===== config.mk =====
export PLATFORM = sky130hd
export DESIGN_NAME = hpd_cell
export DESIGN_NICKNAME = d
export VERILOG_FILES = /design/src/rtl/core/hpd_pkg.sv /design/src/rtl/core/hpd_cell.sv
export SDC_FILE = /design/constraint.sdc
export NUM_CORES = 1
export LEC_CHECK = 0
export ABC_AREA = 0
export BUFFER_PORTS_ARGS = -buffer_cell sky130_fd_sc_hd__clkbuf_2
export CORE_MARGIN = 2
export CORE_UTILIZATION = 66
export DETAILED_ROUTE_END_ITERATION = 6
export GPL_ROUTABILITY_DRIVEN = 0
export PLACE_DENSITY = 0.94
export SYNTH_ARGS = -nofsm -noshare
export SYNTH_HDL_FRONTEND = slang
export SYNTH_SLANG_ARGS = --single-unit

===== constraint.sdc =====
create_clock -name clk -period 4.69 [get_ports clk]
set_input_delay 0.2345 -clock clk [delete_from_list [all_inputs] [get_ports clk]]
set_output_delay 0.2345 -clock clk [all_outputs]
set_load 0.02 [all_outputs]

===== src/rtl/core/hpd_pkg.sv =====
package hpd_pkg;

	// Table and field geometry.
	localparam int SYMBOL_COUNT = 256;
	localparam int MAX_CODE_LEN = 16;
	localparam int SYM_W = 8;
	localparam int CODE_W = 16;
	localparam int LEN_W = 5;

	// Each cell of the chain holds a fixed slice of the table.
	localparam int CELL_ENTRIES = 16;
	localparam int ENTRY_W = $clog2(CELL_ENTRIES);
	localparam int CELL_ID_W = SYM_W - ENTRY_W;
	localparam int CELL_COUNT = (SYMBOL_COUNT + CELL_ENTRIES - 1) / CELL_ENTRIES;

	// Prefix bit counter and the width used to compare it against lengths.
	localparam int CNT_W = $clog2(MAX_CODE_LEN + 1);
	localparam int CMP_W = (CNT_W > LEN_W) ? CNT_W : LEN_W;

	// Item action codes.
	localparam logic ACT_WRITE = 1'b0;
	localparam logic ACT_DECODE = 1'b1;

	typedef struct packed {
		logic action;
		logic [SYM_W-1:0] symbol;
		logic [CODE_W-1:0] code;
		logic [LEN_W-1:0] code_length;
		logic coded_bit;
	} in_item_t;

	typedef struct packed {
		logic [SYM_W-1:0] decoded_symbol;
		logic overflow;
	} out_item_t;

	// Broadcast from the controller to every cell.
	typedef struct packed {
		logic write;
		logic [ENTRY_W-1:0] entry;
		logic [CODE_W-1:0] code;
		logic [LEN_W-1:0] length;
		logic probe;
		logic [CODE_W-1:0] bits;
		logic [CODE_W-1:0] mask;
		logic [CNT_W-1:0] count;
	} cell_ctl_t;

	// Best match so far, passed from higher cells to lower cells.
	typedef struct packed {
		logic hit;
		logic [SYM_W-1:0] symbol;
	} link_t;

endpackage


===== src/rtl/core/hpd_cell.sv =====
module hpd_cell (
	input  logic                      clk,
	input  logic                      arst_n,
	input  hpd_pkg::cell_ctl_t        ctl,
	input  logic                      sel,
	input  logic [hpd_pkg::CELL_ID_W-1:0] cell_id,
	input  hpd_pkg::link_t            link_in,
	output hpd_pkg::link_t            link_out
);
	import hpd_pkg::*;

	logic [CODE_W-1:0] code_q [CELL_ENTRIES];
	logic [LEN_W-1:0] len_q [CELL_ENTRIES];
	logic hit_q;
	logic [ENTRY_W-1:0] idx_q;
	logic local_hit;
	logic [ENTRY_W-1:0] local_idx;

	// Code storage needs no reset: a code is only looked at once its length is set.
	always_ff @(posedge clk) begin
		if (ctl.write && sel) begin
			code_q[ctl.entry] <= ctl.code;
		end
	end

	always_ff @(posedge clk or negedge arst_n) begin
		if (!arst_n) begin
			for (int i = 0; i < CELL_ENTRIES; i++) begin
				len_q[i] <= '0;
			end
		end else if (ctl.write && sel) begin
			len_q[ctl.entry] <= ctl.length;
		end
	end

	// Compare every entry of the slice; the highest matching entry wins.
	always_comb begin
		local_hit = 1'b0;
		local_idx = '0;
		for (int i = 0; i < CELL_ENTRIES; i++) begin
			if ((CMP_W'(len_q[i]) == CMP_W'(ctl.count)) &&
			    (((code_q[i] ^ ctl.bits) & ctl.mask) == '0)) begin
				local_hit = 1'b1;
				local_idx = ENTRY_W'(i);
			end
		end
	end

	always_ff @(posedge clk or negedge arst_n) begin
		if (!arst_n) begin
			hit_q <= 1'b0;
		end else if (ctl.probe) begin
			hit_q <= local_hit;
		end
	end

	always_ff @(posedge clk) begin
		if (ctl.probe) begin
			idx_q <= local_idx;
		end
	end

	// A match from a higher cell outranks this one.
	always_comb begin
		if (link_in.hit) begin
			link_out = link_in;
		end else begin
			link_out.hit = hit_q;
			link_out.symbol = {cell_id, idx_q};
		end
	end

endmodule


==> results of run 1 <==
[worst min-delay path by stage]
stage	start	end	slack, ps	cells past startpoint
6_report	ctl[37]	idx_q[3]$_SDFFCE_PP1P_	70	1
5_1_grt	ctl[37]	idx_q[3]$_SDFFCE_PP1P_	60	1
4_1_cts	ctl[37]	idx_q[3]$_SDFFCE_PP1P_	40	1
3_5_place_dp	arst_n	len_q[27]$_DFFE_PN0P_	480	1
3_3_place_gp	arst_n	len_q[27]$_DFFE_PN0P_	480	1
2_1_floorplan	arst_n	hit_q$_DFFE_PN0P_	-60	0
[report_power, final]
group,total (uW),leakage (uW),switching [uW],internal (uW)
combinational,824,0.00298,525,299
sequential,3530,0.00339,110,3420
clock,2550,0.000499,1140,1410
total,6900,0.00686,1770,5130
[logic make-up (layout without fill, tap and decap cells)]
logic type / after synthesis / count (layout) / share of synthesized area
compound gates: 137 / 137 / 0.0672
xor+xnor: 336 / 336 / 0.184
buf+inv: 87 / 166 / 0.0334
flops: 341 / 341 / 0.614
mux: 63 / 63 / 0.0443
other cells: 0 / 1 / 0
simple gates: 202 / 202 / 0.0575
[worst reg2reg max path, stage by stage (launching register included)]
cell and delay, ps:
edfxtp_1 380, xor2_1 150, a222oi_1 680, nand3_1 220
nor3_1 820, a21bo_1 230, a2111oi_2 80, nor3_1 210
[layout make-up]
| class | count | area [um2] |
|---|---|---|
| fillers | 1446 | 6610 |
| clock inverters | 14 | 73.8 |
| clock buffers | 46 | 937 |
| flip-flops and latches | 341 | 9830 |
| diodes | 1 | 2.50 |
| repair buffers | 100 | 536 |
| multi-input cells | 738 | 5680 |
| well taps | 324 | 405 |
| inverters | 6 | 22.5 |
[state kept, by name, summed over array words and instances (netlist names)]
register,count
hit_q,1
len_q,80
code_q,256
idx_q,4
[timing repair]
item | in CTS | in global routing
endpoints found under the hold margin | 81 | 0
hold buffers | 1 | 0
setup buffers | 0 | 0
endpoints found under the setup margin | 0 | 0
[cell usage in the layout, fill, tap and decap left out, drive strengths merged, types with 4 or more instances in the layout]
| cell type | instances |
|---|---|
| a211oi | 17 |
| a222oi | 15 |
| a22oi | 97 |
| buf | 12 |
| clkbuf | 133 |
| clkinv | 11 |
| dfrtp | 81 |
| edfxtp | 260 |
| inv | 9 |
| mux2 | 63 |
| nand2 | 97 |
| nand2b | 4 |
| nand3 | 16 |
| nand4 | 19 |
| nor2 | 18 |
| nor3 | 31 |
| or2 | 6 |
| or3 | 8 |
| xor2 | 336 |
[metrics by stage]
step                      total power (uW)  area, um2  instances
after floorplan                       4080      16000       1166
after global placement                4310      16500       1508
after detailed placement              4360      16500       1508
after CTS                             6850      17500       1569
after global routing                  7060      17500       1570
final                                 6900      17500       1570
[layer usage]
| metal | vias to the layer above | global-route usage | share of wire | routed length [um] |
|---|---|---|---|---|
| li1 | 4305 | - | - | - |
| met1 | 5148 | 0.454 | 0.32 | 14700 |
| met2 | 1063 | 0.573 | 0.46 | 21500 |
| met3 | 242 | 0.0935 | 0.15 | 6760 |
| met4 | 0 | 0.221 | 0.072 | 3340 |
| met5 | - | 0 | 0 | 0 |
==> impl_metrics.py, run 1 <==
metrics = {
    "run_status": {
        "outcome": "completed",
    },
    "logic_synthesis": {
        "ys_seq_area_frac": 0.614,
        "synth.most_common_cell": "xor2_1",
        "synthTopCellsByCount": "336 x xor2_1, 260 x edfxtp_1, 97 x a22oi_1, 97 x nand2_1, 81 x dfrtp_1",
        "ys_async_sr_fraction": 0.238,
        "synth_top_area_frac": 0.487,
        "synth.cell_area_um2": 16000,
        "syn_area_per_cell_um2": 13.7,
        "synth-edff-count": 260,
        "syn_inst": 1166,
        "yosysTopAreaCell": "edfxtp_1",
        "ys.flop_type": "edfxtp_1",
        "ys_warn_count": 0,
        "synth_area_leaders": "edfxtp_1 49%, xor2_1 18%, dfrtp_1 13%",
        "ys_seq_elements": 341,
        "yosys.cell_types.count": 33,
        "synth_nets": 1246,
    },
    "timing": {
        "fmax_ghz": 0.340,
        "maxSlewViolCount": 0,
        "fin_crit_sh": 0.627,
        "finalHoldWorstSlack_ps": 68.3,
        "fin_ws_ps": 1750,
        "timing.final.hold_violations": 0,
        "final.min_clock_period_ps": 2940,
        "max_slew_margin": 0.258,
        "rsz0062_at_grt": "no",
        "fin_skew_ps": 18.6,
        "setup_viol_count_final": 0,
        "finalSetupTns_ps": 0,
        "tightest_slew_ps": 1110,
    },
    "worst_setup_path": {
        "cp-start-kind": "flop",
        "slowest_stage": "nor3_1",
        "cp_max_fo": 2,
        "cp-end-kind": "flop",
        "required_ps": 5030,
        "crit_chain": "xor2_1, a222oi_1, nand3_1, nor3_1, a21bo_1, a2111oi_2, nor3_1",
        "cp.arrival_ps": 3290,
        "crit_buf_inv": 0,
        "rrSetupSlack_ps": 1750,
        "r2r-start": "code_q[1][13]$_DFFE_PP_",
        "critPathCapture": "idx_q[0]$_SDFFCE_PP1P_",
        "rr_worst_depth": 7,
        "critPathLaunch": "code_q[1][13]$_DFFE_PP_",
        "crit_path_frequent_cell": "nor3_1",
        "max_stage_delay_ps": 820,
        "critical_path_class": "reg2reg",
        "worstSetupPathDepth": 7,
        "path_delay_family": "simple AND/OR/NAND/NOR gates",
        "worstReg2RegEnd": "idx_q[0]$_SDFFCE_PP1P_",
    },
    "floorplan": {
        "die_h_um": 160,
        "die_w_um": 160,
        "start_util": 0.665,
        "num_rows": 57,
        "core_area_um2": 24100,
        "fp.dieArea_um2": 25500,
        "ios": 89,
    },
    "global_routing": {
        "grt_use_total": 0.362,
        "grt_remaining_overflow": 0,
        "antenna_found_initial": 1,
        "grt_max_degree": 82,
        "grt_first_pass_wirelength_um": 68500,
        "grt_pass1_vias": 11021,
    },
    "clock_network": {
        "htree_levels": 2,
        "cts_max_path_buffers": 3,
        "ctsResizeCount": 0,
        "cts_inserted_buffers": 35,
        "clk_pin_slew_ps": 60,
        "insertion_delay_ps": 530,
        "cts_tree": "built",
        "clock_sink_count": 341,
        "clock_tree.root_cell": "clkbuf_16",
    },
    "layout": {
        "finish.utilization": 0.726,
        "nets": 1302,
        "layout-drive-gt1-share": 0.181,
        "area_growth_pct": 9.19,
    },
    "detailed_routing": {
        "viasPerCell": 6.85,
        "wl_per_cell_um": 29.5,
        "dr.first_iter.drc_count": 1725,
        "dr.pass1.iters": 6,
        "wl_um": 46400,
        "drc_errors": 0,
        "ant_nets": 0,
        "via_count": 10758,
    },
    "placement": {
        "dp_hpwl_um": 28100,
        "pre_cts_ws_ps": 1820,
        "port_buffers": 88,
    },
    "pwr": {
        "leakage_uw": 0.00686,
        "irDropWorstVdd_uv": 379,
        "powerDensity_nw_per_um2": 394,
    },
    "run": {
        "maxCapViolations": 0,
    },
    "min_path": {
        "hold_class": "in2reg",
    },
}
No activity file was read; power rests on OpenSTA's default activity.
==> inputs of run 2 (changes only) <==
- ABC_AREA: 0 -> 1
- CORE_UTILIZATION: 66 -> 61
- PLACE_DENSITY: 0.94 -> 0.89
- clock period: 4.69 -> 2.8 ns (I/O delays scaled with it)
==> run 2 against run 1 <==
Cell count up 34%. Sequential share of layout area shrank 2.6 points. Sequential power up 68%. Fmax is 30% higher. Clock skew is 2.5 ps lower. First-iteration DRC count increased by 16%. Routed wire length up 2.4%. Critical path type unchanged. Highest routed layer unchanged.
==> impl_metrics.py, run 2 <==
metrics = {
    "layout": {
        "nets": 1811,
        "largest_reg_flops": 256,
        "area_growth_pct": 11.3,
        "reg_top3": "code_q x256, len_q x80, idx_q x4",
        "final_cell_mix": "366 x nand2_1, 260 x edfxtp_1, 204 x o21ai_0, 121 x nor2_1, 114 x a21oi_1",
        "layout-drive-gt1-share": 0.123,
        "regMostFlops": "code_q",
        "finalNonFillerCells": 2096,
        "layout_commonest_cell": "nand2_1",
    },
    "clock_network": {
        "cts_tree": "built",
        "cts_inserted_buffers": 36,
        "cts_max_path_buffers": 3,
        "insertion_delay_ps": 520,
        "cts_setup_buffers": 0,
        "clock_sink_count": 341,
        "htree_levels": 2,
        "clk_pin_slew_ps": 60,
        "clock_tree.root_cell": "clkbuf_16",
    },
    "timing": {
        "timing.final.hold_violations": 0,
        "maxSlewViolCount": 0,
        "final.min_clock_period_ps": 2270,
        "fin_skew_ps": 16.1,
        "setup_viol_count_final": 0,
        "fin_crit_sh": 0.811,
        "tightest_slew_ps": 1040,
        "max_slew_margin": 0.307,
        "rsz0062_at_grt": "no",
        "finalSetupTns_ps": 0,
        "fmax_ghz": 0.441,
    },
    "logic_synthesis": {
        "ys_seq_area_frac": 0.597,
        "syn_inst": 1637,
        "ys_warn_count": 0,
        "synth_nets": 1717,
        "synth_simple_gate_area_share": 0.155,
        "synthTopCellsByCount": "366 x nand2_1, 260 x edfxtp_1, 204 x o21ai_0, 137 x nor2_1, 114 x a21oi_1",
        "synth_top_family_by_area": "simple AND/OR/NAND/NOR gates",
        "synth_compound_area_frac": 0.123,
        "ys_seq_elements": 341,
        "synth_area_leaders": "edfxtp_1 47%, dfrtp_1 12%, nand2_1 8.3%",
        "synth_adder_area_share": 0,
        "synth_top_area_frac": 0.474,
        "yosys.cell_types.count": 47,
        "synth.area.mux_share": 0,
        "synth.most_common_cell": "nand2_1",
        "synth.cell_area_um2": 16500,
        "ys.flop_type": "edfxtp_1",
        "synth-edff-count": 260,
        "yosysTopAreaCell": "edfxtp_1",
        "syn_area_per_cell_um2": 10.1,
        "ys_async_sr_fraction": 0.238,
        "synth-xor-area-share": 0.0638,
    },
    "global_routing": {
        "grt_use_total": 0.336,
        "grt_first_pass_wirelength_um": 71800,
        "grt_pass1_vias": 12862,
        "grt_max_degree": 82,
        "antenna_found_initial": 2,
        "grt_remaining_overflow": 0,
    },
    "floorplan": {
        "die_h_um": 168,
        "start_util": 0.616,
        "num_rows": 60,
        "ios": 89,
        "fp.dieArea_um2": 28300,
        "die_w_um": 168,
        "core_area_um2": 26700,
    },
    "run_status": {
        "outcome": "completed",
    },
    "min_path": {
        "hold_class": "in2reg",
    },
    "detailed_routing": {
        "viasPerCell": 6.26,
        "via_count": 13127,
        "drc_errors": 0,
        "dr.pass1.iters": 6,
        "wl_um": 47500,
        "dr.first_iter.drc_count": 1998,
        "ant_nets": 0,
        "wl_per_cell_um": 22.7,
    },
    "worst_setup_path": {
        "cp-end-kind": "flop",
        "required_ps": 3060,
        "slowest_stage": "edfxtp_1",
        "cp.arrival_ps": 2530,
        "critPathLaunch": "code_q[8][10]$_DFFE_PP_",
        "crit_chain": "o21ai_0, a21oi_1, nor3_1, nand4_1, nor3_1, nand3_1, nand2_1, nand2_1, nand2_1, nand2_1, nand2_1, nand2_1, nand2_1, nand2_1",
        "critical_path_class": "reg2reg",
        "r2r-start": "code_q[8][10]$_DFFE_PP_",
        "rrSetupSlack_ps": 530,
        "rr_worst_depth": 14,
        "crit_path_frequent_cell": "nand2_1",
        "max_stage_delay_ps": 390,
        "path_delay_family": "simple AND/OR/NAND/NOR gates",
        "worstSetupPathDepth": 14,
        "worstReg2RegEnd": "idx_q[0]$_SDFFCE_PP1P_",
        "cp_max_fo": 2,
        "critPathCapture": "idx_q[0]$_SDFFCE_PP1P_",
        "crit_buf_inv": 0,
        "cp-start-kind": "flop",
    },
    "pwr": {
        "powerDensity_nw_per_um2": 669,
        "leakage_uw": 0.00725,
        "fin_total_pwr_uw": 12300,
        "irDropWorstVdd_uv": 620,
    },
    "placement": {
        "port_buffers": 88,
        "dp_hpwl_um": 31600,
        "dp_cells": 2028,
    },
    "run": {
        "maxCapViolations": 0,
    },
}
-- run 2: changes by cell type after synthesis, sizes merged, moves of 68 or more --
cell   before  now
a22oi      97    0
a21oi       1  115
o21ai       0  214
nor2       18  139
xnor2       0   68
nand2      97  368
inv         6   88
xor2      336   52
-- run 2: power by group --
group          switching [uW]  leakage [uW]  internal (uW)
sequential                190       0.00338           5730
clock                    1950      0.000579           3000
combinational             900       0.00329            480
-- run 2: how the worst min path moves through the flow --
stage | startpoint | end | cells after the start
after detailed placement | arst_n | len_q[26]$_DFFE_PN0P_ | 1
after CTS | ctl[57] | code_q[12][14]$_DFFE_PP_ | 1
final | ctl[53] | code_q[2][10]$_DFFE_PP_ | 1
after global placement | arst_n | len_q[28]$_DFFE_PN0P_ | 1
after global routing | ctl[55] | code_q[3][12]$_DFFE_PP_ | 1
after floorplan | arst_n | hit_q$_DFFE_PN0P_ | 0
-- run 2: cells by family (layout without fill, tap and decap cells) --
logic type / count (synthesis) / in the layout
buffers and inverters: 181 / 298
and+or+nand+nor: 619 / 619
DFF: 341 / 341
AOI/OAI and AO/OA: 376 / 376
other: 0 / 1
xor gates and xnor gates: 120 / 120
-- run 2: repair_timing --
item	in CTS	in global routing
hold buffers	6	0
gates resized for setup	0	0
endpoints found under the hold margin	95	0
-- run 2: through the flow --
step                worst slack [ps]  cell area [um2]  utilization  hold slack [ps]
CTS                              617            18300        0.686             45.6
floorplan                        927            16500            -             -156
global route                     372            18300        0.686             68.2
global placement                 476            17100        0.639              370
detailed placement               443            17100        0.639              366
finish                           530            18300        0.686             46.5
-- run 2: cell type report --
class	count	area (um2)
Sequential cell	341	9830
Multi-Input combinational cell	1115	5680
Fill cell	1827	8400
Timing Repair Buffer	134	803
Tap cell	341	427
Inverter	103	387
Clock inverter	13	219
Antenna cell	1	2.50
Clock buffer	48	977
-- run 2: per-layer routing --
metal / routed length [um] / share of wire / global-route usage / up-vias
li1: - / - / - / 5806
met1: 16300 / 0.34 / 0.420 / 6172
met2: 22200 / 0.47 / 0.541 / 936
met3: 5860 / 0.12 / 0.0776 / 213
met4: 3190 / 0.067 / 0.199 / 0
met5: 0 / 0 / 0 / -
